File: src/hw/rtl/mcdm_pkg.sv
// Shared constants, payload types and control structs for the mono downmix block.
`timescale 1ns / 1ps

package mcdm_pkg;

    localparam int MAX_CHANNELS = 8;
    localparam int CNT_W        = $clog2(MAX_CHANNELS + 1);
    localparam int CFG_CNT_W    = 4;
    localparam int KIND_W       = 2;

    localparam int Q_W      = 33;
    localparam int FRAC_W   = 31;
    localparam int SUM_W    = Q_W + $clog2(MAX_CHANNELS);
    localparam int SCALE_SH = 15;
    localparam int PROD_W   = SUM_W + SCALE_SH;
    localparam int MAG_W    = SUM_W + SCALE_SH - 1;
    localparam int DIV_W    = CNT_W + FRAC_W;
    localparam int QUO_W    = MAG_W - FRAC_W;
    localparam int DSH_W    = DIV_W + QUO_W - 1;
    localparam int STEP_W   = $clog2(QUO_W);

    localparam int PCM_MAX  = 32767;

    localparam int ADDR_W   = 3;
    localparam int DATA_W   = 32;

    localparam logic REG_CHANNEL_COUNT = 1'b0;
    localparam logic REG_SAMPLE_KIND   = 1'b1;

    localparam logic [KIND_W-1:0] KIND_PCM16   = 2'd0;
    localparam logic [KIND_W-1:0] KIND_PCM24   = 2'd1;
    localparam logic [KIND_W-1:0] KIND_PCM32   = 2'd2;
    localparam logic [KIND_W-1:0] KIND_FLOAT32 = 2'd3;

    localparam logic [CFG_CNT_W-1:0] CHANNEL_COUNT_RST = 4'd2;
    localparam logic [KIND_W-1:0]    SAMPLE_KIND_RST   = KIND_PCM16;

    typedef struct packed {
        logic [31:0] sample_word;
        logic        silent;
        logic        packet_last;
    } t_in_item;

    typedef struct packed {
        logic signed [15:0] mono_sample;
        logic               packet_end;
    } t_out_item;

    typedef struct packed {
        logic load;
        logic acc;
        logic mul;
        logic step;
        logic fin;
    } t_dp_cmd;

    typedef struct packed {
        logic frame_done;
        logic div_last;
    } t_dp_sts;

endpackage

File: src/hw/rtl/mcdm_ctrl.sv
// Sequencer for decode, accumulate, scale, divide and result hand-off.
`timescale 1ns / 1ps

module mcdm_ctrl import mcdm_pkg::*; (
    input  logic    i_clk,
    input  logic    i_rst_n,
    input  logic    i_in_valid,
    output logic    o_in_stall,
    output logic    o_out_valid,
    input  logic    i_out_stall,
    input  t_dp_sts i_sts,
    output t_dp_cmd o_cmd
);

    localparam logic [2:0] S_IDLE = 3'd0;
    localparam logic [2:0] S_ACC  = 3'd1;
    localparam logic [2:0] S_MUL  = 3'd2;
    localparam logic [2:0] S_DIV  = 3'd3;
    localparam logic [2:0] S_RND  = 3'd4;

    logic [2:0] r_state, n_state;
    logic       r_out_valid, n_out_valid;
    logic       out_free;

    assign out_free    = !r_out_valid || !i_out_stall;
    assign o_in_stall  = (r_state != S_IDLE);
    assign o_out_valid = r_out_valid;

    always_comb begin
        n_state     = r_state;
        o_cmd       = '0;
        n_out_valid = r_out_valid && i_out_stall;
        unique case (r_state)
            S_IDLE: begin
                if (i_in_valid) begin
                    o_cmd.load = 1'b1;
                    n_state    = S_ACC;
                end
            end
            S_ACC: begin
                o_cmd.acc = 1'b1;
                n_state   = i_sts.frame_done ? S_MUL : S_IDLE;
            end
            S_MUL: begin
                o_cmd.mul = 1'b1;
                n_state   = S_DIV;
            end
            S_DIV: begin
                o_cmd.step = 1'b1;
                if (i_sts.div_last) begin
                    n_state = S_RND;
                end
            end
            S_RND: begin
                if (out_free) begin
                    o_cmd.fin   = 1'b1;
                    n_out_valid = 1'b1;
                    n_state     = S_IDLE;
                end
            end
            default: begin
                n_state = S_IDLE;
            end
        endcase
    end

    always_ff @(posedge i_clk) begin
        if (!i_rst_n) begin
            r_state     <= S_IDLE;
            r_out_valid <= 1'b0;
        end else begin
            r_state     <= n_state;
            r_out_valid <= n_out_valid;
        end
    end

endmodule

File: src/hw/rtl/mcdm_dp.sv
// Datapath: sample decode, frame sum, scale, restoring divide, rounding, result register.
`timescale 1ns / 1ps

module mcdm_dp import mcdm_pkg::*; (
    input  logic                 i_clk,
    input  logic                 i_rst_n,
    input  t_in_item             i_item,
    input  logic [CFG_CNT_W-1:0] i_channel_count,
    input  logic [KIND_W-1:0]    i_sample_kind,
    input  t_dp_cmd              i_cmd,
    output t_dp_sts              o_sts,
    output t_out_item            o_item
);

    // decode
    logic [31:0]          w;
    logic [7:0]           f_exp, f_em, f_lsub, f_rsh;
    logic [22:0]          f_man;
    logic [23:0]          f_m24, f_q;
    logic [53:0]          f_t;
    logic [24:0]          f_qr;
    logic [31:0]          f_mag;
    logic                 f_nan, f_neg;
    logic signed [Q_W-1:0] dec_val;
    logic                 dec_nan;

    logic signed [Q_W-1:0]   r_dec;
    logic                    r_nan, r_sil, r_last;
    logic signed [SUM_W-1:0] r_sum;
    logic [CNT_W-1:0]        r_pos;
    logic                    r_silent;
    logic [MAG_W-1:0]        r_rem;
    logic [DSH_W-1:0]        r_dsh;
    logic [DIV_W-1:0]        r_d;
    logic [QUO_W-1:0]        r_quo;
    logic [STEP_W-1:0]       r_cnt;
    logic                    r_neg;
    t_out_item               r_out;

    logic [CNT_W-1:0]         n_eff, pos_inc;
    logic signed [PROD_W-1:0] prod_se, prod, prod_abs;
    logic [DSH_W-1:0]         rem_ext;
    logic                     ge;
    logic [DIV_W:0]           twice_rem;
    logic                     round_up;
    logic [QUO_W:0]           q_rnd;
    logic signed [15:0]       mag16, res;

    assign w = i_item.sample_word;

    always_comb begin
        f_exp  = w[30:23];
        f_man  = w[22:0];
        f_neg  = w[31];
        f_nan  = (&f_exp) && (|f_man);
        f_em   = (f_exp == 8'd0) ? 8'd1 : f_exp;
        f_m24  = {(f_exp != 8'd0), f_man};
        f_lsub = f_em - 8'd119;
        f_rsh  = 8'd119 - f_em;
        f_t    = {f_m24, 30'b0} >> f_rsh[4:0];
        f_q    = f_t[53:30];
        f_qr   = {1'b0, f_q} + {24'b0, f_t[29] && ((|f_t[28:0]) || f_q[0])};
        if (f_exp >= 8'd127) begin
            f_mag = 32'h8000_0000;
        end else if (f_em >= 8'd119) begin
            f_mag = {8'h00, f_m24} << f_lsub[2:0];
        end else if (f_rsh > 8'd30) begin
            f_mag = '0;
        end else begin
            f_mag = {7'b0, f_qr};
        end

        dec_nan = 1'b0;
        unique case (i_sample_kind)
            KIND_PCM16: dec_val = {w[15], w[15:0], 16'b0};
            KIND_PCM24: dec_val = {w[23], w[23:0], 8'b0};
            KIND_PCM32: dec_val = {w[31], w};
            KIND_FLOAT32: begin
                dec_nan = f_nan;
                if (f_nan) begin
                    dec_val = '0;
                end else if (f_neg) begin
                    dec_val = -$signed({1'b0, f_mag});
                end else begin
                    dec_val = $signed({1'b0, f_mag});
                end
            end
        endcase
    end

    // effective channel count
    always_comb begin
        if (i_channel_count == '0) begin
            n_eff = CNT_W'(1);
        end else if (32'(i_channel_count) > 32'(MAX_CHANNELS)) begin
            n_eff = CNT_W'(MAX_CHANNELS);
        end else begin
            n_eff = CNT_W'(i_channel_count);
        end
    end

    assign pos_inc          = r_pos + CNT_W'(1);
    assign o_sts.frame_done = (pos_inc >= n_eff);
    assign o_sts.div_last   = (r_cnt == '0);

    // sum * 32767
    assign prod_se  = PROD_W'(r_sum);
    assign prod     = (prod_se <<< SCALE_SH) - prod_se;
    assign prod_abs = prod[PROD_W-1] ? -prod : prod;

    assign rem_ext  = DSH_W'(r_rem);
    assign ge       = (rem_ext >= r_dsh);

    assign twice_rem = {r_rem[DIV_W-1:0], 1'b0};
    assign round_up  = (twice_rem > {1'b0, r_d}) || ((twice_rem == {1'b0, r_d}) && r_quo[0]);
    assign q_rnd     = {1'b0, r_quo} + {{QUO_W{1'b0}}, round_up};
    assign mag16     = (q_rnd > (QUO_W + 1)'(PCM_MAX)) ? 16'sd32767 : $signed(q_rnd[15:0]);
    assign res       = r_silent ? 16'sd0 : (r_neg ? -mag16 : mag16);

    always_ff @(posedge i_clk) begin
        if (!i_rst_n) begin
            r_sum    <= '0;
            r_pos    <= '0;
            r_silent <= 1'b0;
            r_cnt    <= '0;
        end else begin
            if (i_cmd.acc) begin
                if (!r_nan) begin
                    r_sum <= r_sum + SUM_W'(r_dec);
                end
                r_silent <= r_silent || r_nan || r_sil;
                r_pos    <= pos_inc;
            end
            if (i_cmd.mul) begin
                r_cnt <= STEP_W'(QUO_W - 1);
            end else if (i_cmd.step && (r_cnt != '0)) begin
                r_cnt <= r_cnt - STEP_W'(1);
            end
            if (i_cmd.fin) begin
                r_sum    <= '0;
                r_pos    <= '0;
                r_silent <= 1'b0;
            end
        end
    end

    always_ff @(posedge i_clk) begin
        if (i_cmd.load) begin
            r_dec  <= dec_val;
            r_nan  <= dec_nan;
            r_sil  <= i_item.silent;
            r_last <= i_item.packet_last;
        end
        if (i_cmd.mul) begin
            r_neg <= prod[PROD_W-1];
            r_rem <= prod_abs[MAG_W-1:0];
            r_d   <= {n_eff, {FRAC_W{1'b0}}};
            r_dsh <= DSH_W'({n_eff, {FRAC_W{1'b0}}}) << (QUO_W - 1);
        end
        if (i_cmd.step) begin
            if (ge) begin
                r_rem <= MAG_W'(rem_ext - r_dsh);
            end
            r_quo <= {r_quo[QUO_W-2:0], ge};
            r_dsh <= r_dsh >> 1;
        end
        if (i_cmd.fin) begin
            r_out.mono_sample <= res;
            r_out.packet_end  <= r_last;
        end
    end

    assign o_item = r_out;

endmodule

File: src/hw/rtl/multichannel_to_mono_pcm16_downmix.sv
// Top level: multichannel to mono PCM16 downmix with APB register port.
// Non-final item of a frame: accepted, then input stalls while it is summed.
// Final item: after acceptance it is decoded, summed, scaled, run through a
// 19-step restoring divide and rounded; the result is registered once the output
// is free, and the next request may be taken in the same cycle the result goes valid.
// Synchronous active-low reset clears frame state; registers reset to 2 ch, pcm16.
`timescale 1ns / 1ps

module multichannel_to_mono_pcm16_downmix import mcdm_pkg::*; (
    input  logic              i_clk,
    input  logic              i_rst_n,
    input  logic              i_in_valid,
    output logic              o_in_stall,
    input  t_in_item          i_in_item,
    output logic              o_out_valid,
    input  logic              i_out_stall,
    output t_out_item         o_out_item,
    input  logic              psel,
    input  logic              penable,
    input  logic              pwrite,
    input  logic [ADDR_W-1:0] paddr,
    input  logic [DATA_W-1:0] pwdata,
    output logic [DATA_W-1:0] prdata,
    output logic              pready
);

    logic [CFG_CNT_W-1:0] r_channel_count;
    logic [KIND_W-1:0]    r_sample_kind;
    logic                 wr_en;
    t_dp_cmd              cmd;
    t_dp_sts              sts;

    assign pready = 1'b1;
    assign wr_en  = psel && penable && pwrite;

    always_ff @(posedge i_clk) begin
        if (!i_rst_n) begin
            r_channel_count <= CHANNEL_COUNT_RST;
            r_sample_kind   <= SAMPLE_KIND_RST;
        end else if (wr_en) begin
            unique case (paddr[2])
                REG_CHANNEL_COUNT: r_channel_count <= pwdata[CFG_CNT_W-1:0];
                REG_SAMPLE_KIND:   r_sample_kind   <= pwdata[KIND_W-1:0];
            endcase
        end
    end

    always_comb begin
        unique case (paddr[2])
            REG_CHANNEL_COUNT: prdata = DATA_W'(r_channel_count);
            REG_SAMPLE_KIND:   prdata = DATA_W'(r_sample_kind);
        endcase
    end

    mcdm_ctrl u_ctrl (
        .i_clk       (i_clk),
        .i_rst_n     (i_rst_n),
        .i_in_valid  (i_in_valid),
        .o_in_stall  (o_in_stall),
        .o_out_valid (o_out_valid),
        .i_out_stall (i_out_stall),
        .i_sts       (sts),
        .o_cmd       (cmd)
    );

    mcdm_dp u_dp (
        .i_clk           (i_clk),
        .i_rst_n         (i_rst_n),
        .i_item          (i_in_item),
        .i_channel_count (r_channel_count),
        .i_sample_kind   (r_sample_kind),
        .i_cmd           (cmd),
        .o_sts           (sts),
        .o_item          (o_out_item)
    );

endmodule
File: config.mk
export PLATFORM = sky130hd
export DESIGN_NAME = multichannel_to_mono_pcm16_downmix
export DESIGN_NICKNAME = d
export VERILOG_FILES = /design/src/hw/rtl/mcdm_pkg.sv /design/src/hw/rtl/mcdm_ctrl.sv /design/src/hw/rtl/mcdm_dp.sv /design/src/hw/rtl/multichannel_to_mono_pcm16_downmix.sv
export SDC_FILE = /design/constraint.sdc
export NUM_CORES = 1
export LEC_CHECK = 0
export BUFFER_PORTS_ARGS = -buffer_cell sky130_fd_sc_hd__buf_2
export CORE_UTILIZATION = 47
export DETAILED_ROUTE_END_ITERATION = 8
export PLACE_DENSITY_LB_ADDON = 0.05
export SETUP_SLACK_MARGIN = 0.05
export SYNTH_ARGS = -nofsm -noshare
export SYNTH_HDL_FRONTEND = slang
export SYNTH_SLANG_ARGS = --single-unit
export TNS_END_PERCENT = 5
File: constraint.sdc
create_clock -name i_clk -period 7.7 [get_ports i_clk]
set_input_delay 0.385 -clock i_clk [delete_from_list [all_inputs] [get_ports i_clk]]
set_output_delay 0.385 -clock i_clk [all_outputs]
set_load 0.02 [all_outputs]
# Word-level counts from Yosys, hierarchy flattened
# Index checks and enable logic that the tools add are counted.
op_classes:
  addsub: 12
  n_lt_le_gt_ge: 8
  eq_ne: 11
  n_shift: 2
  mux: 34
  bitwise_logic: 3
  reduce_logical: 33
ops:
  columns: ["op", "count"]
  rows:
  - ["50-bit two-way mux", 4]
  - ["33-bit case mux with 4 select lines", 1]
  - ["52-bit two-way mux", 2]
  - ["33-bit two-way mux", 2]
  - ["32-bit two-way mux", 2]
  - ["32-bit case mux with 2 select lines", 1]
  - ["54-bit by 5-bit >> shifter with 54-bit output", 1]
  - ["50-bit by 53-bit >= comparator with 1-bit output", 1]
  - ["51-bit by 36-bit subtractor with 51-bit output", 1]
  - ["50-bit negator", 1]
  - ["50-bit subtractor", 1]
  - ["36-bit by 33-bit adder with 36-bit output", 1]
  - ["36-bit by 35-bit > comparator with 1-bit output", 1]
  - ["35-bit by 34-bit == test with 1-bit output", 1]
  - ["32-bit negator with 33-bit output", 1]
  - ["16-bit two-way mux", 2]
  - ["24-bit by 3-bit left shift with 32-bit output", 1]
  - ["29-bit OR reduction", 1]
  - ["24-bit by 1-bit adder with 25-bit output", 1]
  - ["25-bit two-way mux", 1]
  - ["23-bit OR reduction", 1]
  - ["19-bit by 1-bit adder with 20-bit output", 1]
  - ["20-bit by 15-bit > comparator with 1-bit output (second input constant)", 1]
  - ["8-bit by 7-bit >= comparator with 1-bit output (second input constant)", 2]
  - ["39 further kinds", 71]
totals:
  register_bits: 236
  inputBits: 76
  out_inout_bits: 52

# Logic depth before layout (Yosys ltp)
# Gate-level depths: netlist of run 1.
depth:
  ltp_word: 15
  depth_mapped: 25

# By module
# From an unflattened synthesis of run 1, not the netlist that was laid out.
hier_totals:
  hier_cells: 2949
  area_unflattened_um2: 23690.2
modules_own_cells:
  columns: ["module", "instances", "cells_each", "area_each_um2", "seq_area_each_um2"]
  rows:
  - ["mcdm_dp", 1, 2864, 22959.5, 5815.6]
  - ["multichannel_to_mono_pcm16_downmix", 1, 62, 520.5, 120.1]
  - ["mcdm_ctrl", 1, 23, 210.2, 80.1]

# Worst setup path before layout of run 1
# Ideal clock, no wire load.
synth_timing:
  path_kind: "input-to-reg"
  from: "input i_in_item[28] (netlist name)"
  to: "register u_dp.r_dec[25], data pin"
  setup_time_ns: 0.272
  t_arrival_ns: 5.336
  required_time_ns: 7.428
  path_slack_ns: 2.092
  path_stages: 20
  path_buffers: 3
  cell_sequence: "buf_6 -> or4_4 -> buf_6 -> o21ai_4 -> buf_6 -> mux4_2 -> mux2i_1 -> a2bb2oi_1 -> a21oi_2 -> ha_1 -> inv_1 -> xnor2_1 -> o21ai_0 -> a221oi_1 -> or4bb_1 -> nor4_4 -> nand4_4 -> o31ai_4 -> xnor2_1 -> mux4_2"
synth_between:
  elab_chain_cells: 15
  word_cells_on_any_way: 23
synth_lines:
  columns: ["element", "line_no", "source"]
  rows:
  - ["start, declared", "multichannel_to_mono_pcm16_downmix.sv:14", "input t_in_item i_in_item,"]
  - ["8-bit logical NOT", "mcdm_dp.sv:56", "f_em = (f_exp == 8'd0) ? 8'd1 : f_exp;"]
  - ["8-bit two-way mux", "mcdm_dp.sv:56", null]
  - ["7-bit by 8-bit subtractor with 8-bit output", "mcdm_dp.sv:59", "f_rsh = 8'd119 - f_em;"]
  - ["54-bit by 5-bit >> shifter with 54-bit output", "mcdm_dp.sv:60", "f_t = {f_m24, 30'b0} >> f_rsh[4:0];"]
  - ["29-bit OR reduction", "mcdm_dp.sv:62", "f_qr = {1'b0, f_q} + {24'b0, f_t[29] && ((|f_t[28:0]) || f_q[0])};"]
  - ["1-bit logical OR", "mcdm_dp.sv:62", null]
  - ["1-bit logical AND", "mcdm_dp.sv:62", null]
  - ["24-bit by 1-bit adder with 25-bit output", "mcdm_dp.sv:62", null]
  - ["25-bit two-way mux", "mcdm_dp.sv:67", "end else if (f_rsh > 8'd30) begin"]
  - ["32-bit two-way mux", "mcdm_dp.sv:65", "end else if (f_em >= 8'd119) begin"]
  - ["32-bit two-way mux", "mcdm_dp.sv:63", "if (f_exp >= 8'd127) begin"]
  - ["32-bit negator with 33-bit output", "mcdm_dp.sv:83", "dec_val = -$signed({1'b0, f_mag});"]
  - ["33-bit two-way mux", "mcdm_dp.sv:82", "end else if (f_neg) begin"]
  - ["33-bit two-way mux (*)", "mcdm_dp.sv:80", "if (f_nan) begin"]
  - ["33-bit case mux with 4 select lines (*)", "mcdm_dp.sv:74", "unique case (i_sample_kind)"]
  - ["net u_dp.dec_val[25]", "mcdm_dp.sv:24", "logic signed [Q_W-1:0] dec_val;"]
  - ["end signal, assigned", "mcdm_dp.sv:149", "r_dec <= dec_val;"]
  - ["end, declared", "mcdm_dp.sv:27", "logic signed [Q_W-1:0] r_dec;"]
# The timed path passes the listed nets; every way through them passes the cells marked *.
# A chain may end at the register's enable or synchronous reset.

# Worst setup path in the final report of run 1
layout_timing:
  from: "input i_in_item[26] (netlist name)"
  to: "register u_dp.r_dec[32], data pin"
# Same word-level chain as after synthesis.

==> flow_metrics.tcl, run 1 <==
set metrics [dict create \
    io_pins 128 \
    cts_setup_buffers 0 \
    dieArea_mm2 0.0510 \
    status "complete, no violations" \
    gp_congestion 0.977 \
    regToRegSetupSlack_ns 2.04 \
    pwr_density_cell_mw_per_mm2 244 \
    seq_area_frac_synth 0.256 \
    cts_buffers 30 \
    synth_top_flop_cell "edfxtp_1" \
    yosys_register_bits 236 \
    synth_top_area_frac 0.165 \
    fin_setup_tns_ns 0 \
    syn_area_per_cell_um2 7.97 \
    crit_fanout 24 \
    synth_warnings 0 \
    start_kind "primary input" \
    cap_viol_max_count 0 \
    fin_crit_ns 6.06 \
    dp_hpwl_um 60600 \
    root_buffer "clkbuf_16" \
    area_growth_pct 7.71 \
    cp-end-kind "flop" \
    portBuffers 68 \
    start_util 0.479 \
    peakVddDrop_v 0.000210 \
    fillers 4768 \
    max_slew_margin 0.252 \
    die_x_um 226 \
    min_to "r_channel_count[1]$_SDFFE_PN1P_" \
    seqCellArea_mm2 0.00602 \
    critPathArrivalTime_ns 6.38 \
    vias 22300 \
    ant_nets 0 \
    grt_max_degree 65 \
    hp-start "pwdata[1]" \
    async_reset_ff_frac 0 \
    synth_edf_count 129 \
    drtIter0Drc 1718 \
    rsz0062_at_grt "false" \
    tightest_slew_ns 1.12 \
    r2r-start "u_dp.r_sum[24]$_SDFFE_PP0P_" \
    netlist_area_mm2 0.0235 \
    track_usage 0.303 \
    slew_violations 0 \
    rows 81 \
    synthCells 2952 \
    nets 3140 \
    htree_num_levels 1 \
    p_leak_nw 10.5 \
    firstDrtPassIters 5 \
    finalPower_mw 6.18 \
    hold_viol 0 \
    drt-total-wl_um 78100 \
    drive_gt1_frac 0.0930 \
    synth_cell_types 112 \
    multiInputGateArea_mm2 0.0162 \
    clock_path_buffers 3 \
    core_mm2 0.0492 \
    clock_skew_ns 0.0269 \
    worstRegToRegCells 16 \
    grt_pass1_vias 21200 \
    whs_ns 0.0625 \
    die_h_um 226 \
    setup_viol 0 \
    clk_latency_ns 0.59 \
    r2r_end "u_dp.r_rem[49]$_DFF_P_" \
    ys_top_cells_by_area "edfxtp_1 16%, dfxtp_1 9.1%, ha_1 7.4%, nand2_1 5.6%, xnor2_1 5.2%" \
    synth.largest_area_cell "edfxtp_1" \
    hold_class "primary input to flop" \
    viasPerCell 6.17 \
    route.detailed.drc 0 \
    wl_per_cell_um 21.6 \
    antenna_found_initial 1 \
    n_antenna_cell 0 \
    grt_first_pass_wirelength_um 121000 \
    clk_pin_slew_ns 0.05 \
    grt_overflow 0 \
    timing.fmax_mhz 165 \
    worst-setup-path-type "primary input to flop" \
    whs_path_depth 3 \
    finalCritPeriodShare 0.787 \
    required_ns 8.02 \
    clock_sinks 236 \
    cts_tree "yes" \
]
-- through the flow --
stage          instance area (um2)  std cells  setup WS [ns]  utilization
2_1_floorplan                23600       2979           2.09            -
3_3_place_gp                 24300       3553           1.23        0.494
3_5_place_dp                 24300       3553           1.09        0.494
4_1_cts                      25300       3610           1.72        0.516
5_1_grt                      25300       3610           1.31        0.516
6_report                     25300       3610           1.64        0.516
-- cells by family (layout without fill, tap and decap cells) --
| group | after synthesis | after routing | synth area share |
|---|---|---|---|
| AO/OA/AOI/OAI | 822 | 822 | 0.243 |
| AND/OR/NAND/NOR | 1078 | 1078 | 0.228 |
| other | 2 | 29 | 0.000319 |
| adder cells (fa/ha/maj) | 142 | 142 | 0.0761 |
| buffers and inverters | 347 | 314 | 0.0628 |
| flip-flops | 236 | 236 | 0.256 |
| XOR/XNOR | 224 | 224 | 0.0834 |
| multiplexers | 101 | 101 | 0.0508 |
-- worst max path at each step --
stage / startpoint / endpoint / slack (ns)
finish: i_in_item[26] / u_dp.r_dec[32]$_DFFE_PP_ / 1.64
global route: i_in_item[26] / u_dp.r_dec[32]$_DFFE_PP_ / 1.31
CTS: i_in_item[26] / u_dp.r_dec[32]$_DFFE_PP_ / 1.72
detailed placement: i_in_item[26] / u_dp.r_dec[32]$_DFFE_PP_ / 1.09
global placement: i_in_item[26] / u_dp.r_dec[32]$_DFFE_PP_ / 1.23
floorplan: i_in_item[28] / u_dp.r_dec[25]$_DFFE_PP_ / 2.09
-- layout make-up --
type,instances,share of cell area
Multi-Input combinational cell,2396,0.639
Inverter,146,0.0216
Clock inverter,16,0.00750
Sequential cell,236,0.237
Timing Repair Buffer,112,0.0266
Tap cell,664,0.0328
Clock buffer,40,0.0347
-- placed cells by master, fill, tap and decap left out, types with 27 or more instances in the layout --
cell type / n
nand2_1: 349
nor2_1: 243
a21oi_1: 207
inv_1: 143
xnor2_1: 140
ha_1: 140
edfxtp_1: 129
o21ai_0: 125
dfxtp_1: 107
xor2_1: 84
a21o_1: 82
mux2i_1: 74
buf_2: 68
nor3_1: 64
nand3_1: 62
nor2b_1: 45
a211oi_1: 43
o221ai_1: 43
buf_4: 43
and3_1: 42
nand4_1: 39
nor4_1: 37
o211ai_1: 33
clkbuf_16: 32
nand2b_1: 30
a31oi_1: 29
conb_1: 29
and2_1: 28
o31ai_1: 27
-- worst max-delay path, cell delays in order --
cell and delay, ns:
buf_2 0.29, or3_1 0.71, o21ai_4 0.29, mux4_1 0.60
mux2i_1 0.47, a2bb2oi_1 0.34, a21oi_2 0.15, ha_1 0.21
inv_1 0.10, nor3_1 0.07, xor2_1 0.18, a2bb2oi_1 0.27
or4b_1 0.66, nor4_4 0.28, nand4_2 0.37, or4_1 0.62
a311oi_1 0.26, o21ai_1 0.10
-- cells in the mapped netlist (all sizes together), types with 43 or more instances --
master	instances
nand2	350
nor2	246
a21oi	212
inv	143
ha	140
xnor2	140
clkbuf	135
o21ai	131
edfxtp	129
dfxtp	107
xor2	84
a21o	82
mux2i	74
buf	66
nor3	66
nand3	62
nor2b	46
a211oi	45
nand4	43
o221ai	43
-- flip-flops by register name, indices dropped and copies added, names as in the netlist --
name and count:
r_sample_kind 2, u_dp.r_silent 1, u_dp.r_sil 1, u_dp.o_item 17, u_dp.r_dsh 53, u_dp.r_neg 1, u_dp.r_sum 36, u_dp.r_rem 50
u_dp.r_dec 33, u_dp.r_last 1, u_dp.r_d 4, u_ctrl.o_out_valid 1, u_dp.r_cnt 5, u_dp.r_pos 4, u_dp.r_nan 1, r_channel_count 4
u_dp.r_quo 19, u_ctrl.r_state 3
-- layer usage --
| layer | track usage | wire, um | share of wire |
|---|---|---|---|
| met1 | 0.375 | 32700 | 0.42 |
| met2 | 0.531 | 37700 | 0.48 |
| met3 | 0.0280 | 3920 | 0.050 |
| met4 | 0.134 | 3760 | 0.048 |
| met5 | 0 | 0 | 0 |
-- where the power goes --
group,switching [mW],internal [mW]
Clock,0.576,0.906
Combinational,1.81,1.23
Sequential,0.155,1.50
Total,2.54,3.64
-- repair_timing --
item / in CTS / in global routing
gates resized for setup: 0 / 0
hold buffers: 1 / 0
hold endpoints to repair: 1 / 0
Note: power is estimated with default switching activity, not from simulation.
==> inputs of run 2 (changes only) <==
==> constraint.sdc (replaced) <==
create_clock -name i_clk -period 5.9 [get_ports i_clk]
set_input_delay 0.295 -clock i_clk [delete_from_list [all_inputs] [get_ports i_clk]]
set_output_delay 0.295 -clock i_clk [all_outputs]
set_load 0.02 [all_outputs]
==> flow_metrics.tcl, run 2 (synthesis gave the netlist of run 1 again) <==
set metrics [dict create \
    dp.cells 3687 \
    grt_max_degree 57 \
    largest_register_ff_count 53 \
    grt_overflow 0 \
    fin_cells 3741 \
    core_mm2 0.0492 \
    reg.largest.list "u_dp.r_dsh x53, u_dp.r_rem x50, u_dp.r_sum x36" \
    clock_sinks 236 \
    cap_viol_max_count 0 \
    final_common_cell "nand2_1" \
    clk_latency_ns 0.56 \
    io_pins 128 \
    portBuffers 68 \
    max_slew_margin 0.243 \
    fin_ws_ns 0.440 \
    final_area_mm2 0.0262 \
    min_to "r_channel_count[0]$_SDFFE_PN0P_" \
    worstRegToRegCells 24 \
    finalPower_mw 7.96 \
    worst-setup-path-type "flop to flop" \
    die_h_um 226 \
    timing.fmax_mhz 183 \
    hp-start "pwdata[0]" \
    status "complete, no violations" \
    tightest_slew_ns 1.13 \
    fin_crit_ns 5.46 \
    regMostFlops "u_dp.r_dsh" \
    multiInputGateArea_mm2 0.0162 \
    dp_hpwl_um 62700 \
    drive_gt1_frac 0.129 \
    clock_path_buffers 3 \
    required_ns 6.18 \
    setup_viol 0 \
    postPlaceCellArea_mm2 0.0253 \
    whs_ns 0.0255 \
    pwr_density_cell_mw_per_mm2 303 \
    clock_skew_ns 0.0158 \
    gp_congestion 0.963 \
    whs_path_depth 3 \
    track_usage 0.307 \
    viasPerCell 6.08 \
    post-route-util 0.534 \
    fillers 4676 \
    drt-total-wl_um 79700 \
    cts_tree "yes" \
    critPathArrivalTime_ns 5.74 \
    hold_class "primary input to flop" \
    cts_buffers 27 \
    mostFrequentLayoutCells "349 x nand2_1, 243 x nor2_1, 207 x a21oi_1, 174 x buf_4, 143 x inv_1" \
    seqCellArea_mm2 0.00602 \
    clk_pin_slew_ns 0.06 \
    crit_fanout 4 \
    firstDrtPassIters 5 \
    antenna_found_initial 0 \
    rows 81 \
    p_leak_nw 11.1 \
    r2r-start "u_dp.r_rem[30]$_DFF_P_" \
    cp-end-kind "flop" \
    route.detailed.drc 0 \
    area_growth_pct 11.5 \
    regToRegSetupSlack_ns 0.44 \
    die_x_um 226 \
    drtIter0Drc 1466 \
    dieArea_mm2 0.0510 \
    start_util 0.479 \
    peakVddDrop_v 0.000229 \
    cts_setup_buffers 0 \
    htree_num_levels 1 \
    wl_per_cell_um 21.3 \
    fin_setup_tns_ns 0 \
    vias 22700 \
    r2r_end "u_dp.o_item[15]$_SDFFCE_PP0P_" \
    slew_violations 0 \
    rsz0062_at_grt "false" \
    nets 3274 \
    start_kind "flop" \
    finalCritPeriodShare 0.925 \
    root_buffer "clkbuf_16" \
    grt_pass1_vias 21900 \
    place_ws_ns 0.0107 \
    grt_first_pass_wirelength_um 123000 \
    hold_viol 0 \
    ant_nets 0 \
]
==> run 2: how the worst max path moves through the flow <==
stage	start	end	slack (ns)	cells past startpoint
CTS	u_dp.r_rem[30]$_DFF_P_	u_dp.o_item[15]$_SDFFCE_PP0P_	0.23	24
detailed placement	i_in_item[28]	u_dp.r_dec[32]$_DFFE_PP_	0.01	21
floorplan	i_in_item[28]	u_dp.r_dec[25]$_DFFE_PP_	0.38	20
global route	u_dp.r_rem[30]$_DFF_P_	u_dp.o_item[15]$_SDFFCE_PP0P_	0.07	24
finish	u_dp.r_rem[30]$_DFF_P_	u_dp.o_item[15]$_SDFFCE_PP0P_	0.44	24
global placement	i_in_item[28]	u_dp.r_dec[32]$_DFFE_PP_	0.04	21
==> run 2: cell type report <==
class,count,share of cell area
inverters,146,0.0209
diodes,1,0.0000954
repair buffers,249,0.0666
well taps,664,0.0317
multi-input cells,2396,0.618
clock buffers,38,0.0300
clock inverters,11,0.00396
flip-flops and latches,236,0.229
==> run 2: worst max-delay path, stage by stage, from the launching register on <==
cell and delay (ns):
dfxtp_1 0.39, inv_1 0.08, ha_1 0.27, nor4b_1 0.24, nand4_1 0.12, nor3_1 0.29
o21ai_0 0.25, ha_1 0.29, ha_1 0.23, nand3_1 0.16, or2_2 0.19, nand2_1 0.06
mux2_2 0.26, nor4_2 0.24, inv_1 0.14, nor2_1 0.17, ha_1 0.20, nand4_1 0.18
o31ai_2 0.30, a21boi_1 0.31, a21boi_1 0.29, nand2_1 0.13, a21oi_1 0.17, xor2_1 0.15
nor2_1 0.05
==> run 2: report_power, final <==
part / switching, mW / total (mW) / internal (mW)
Combinational: 2.41 / 4.11 / 1.71
Clock: 0.690 / 1.70 / 1.01
Sequential: 0.192 / 2.15 / 1.96
Total: 3.29 / 7.96 / 4.67
==> run 2: metal layers <==
layer	vias up	global-route usage	share of wire
li1	11000	-	-
met1	10700	0.351	0.40
met2	751	0.559	0.50
met3	240	0.0239	0.042
met4	0	0.181	0.063
met5	-	0	0
==> run 2: repair_timing <==
item                                    4_1_cts  5_1_grt
resized for setup                             0        3
hold buffers                                  4        0
endpoints found under the setup margin        0        2
hold endpoints to repair                      4        0
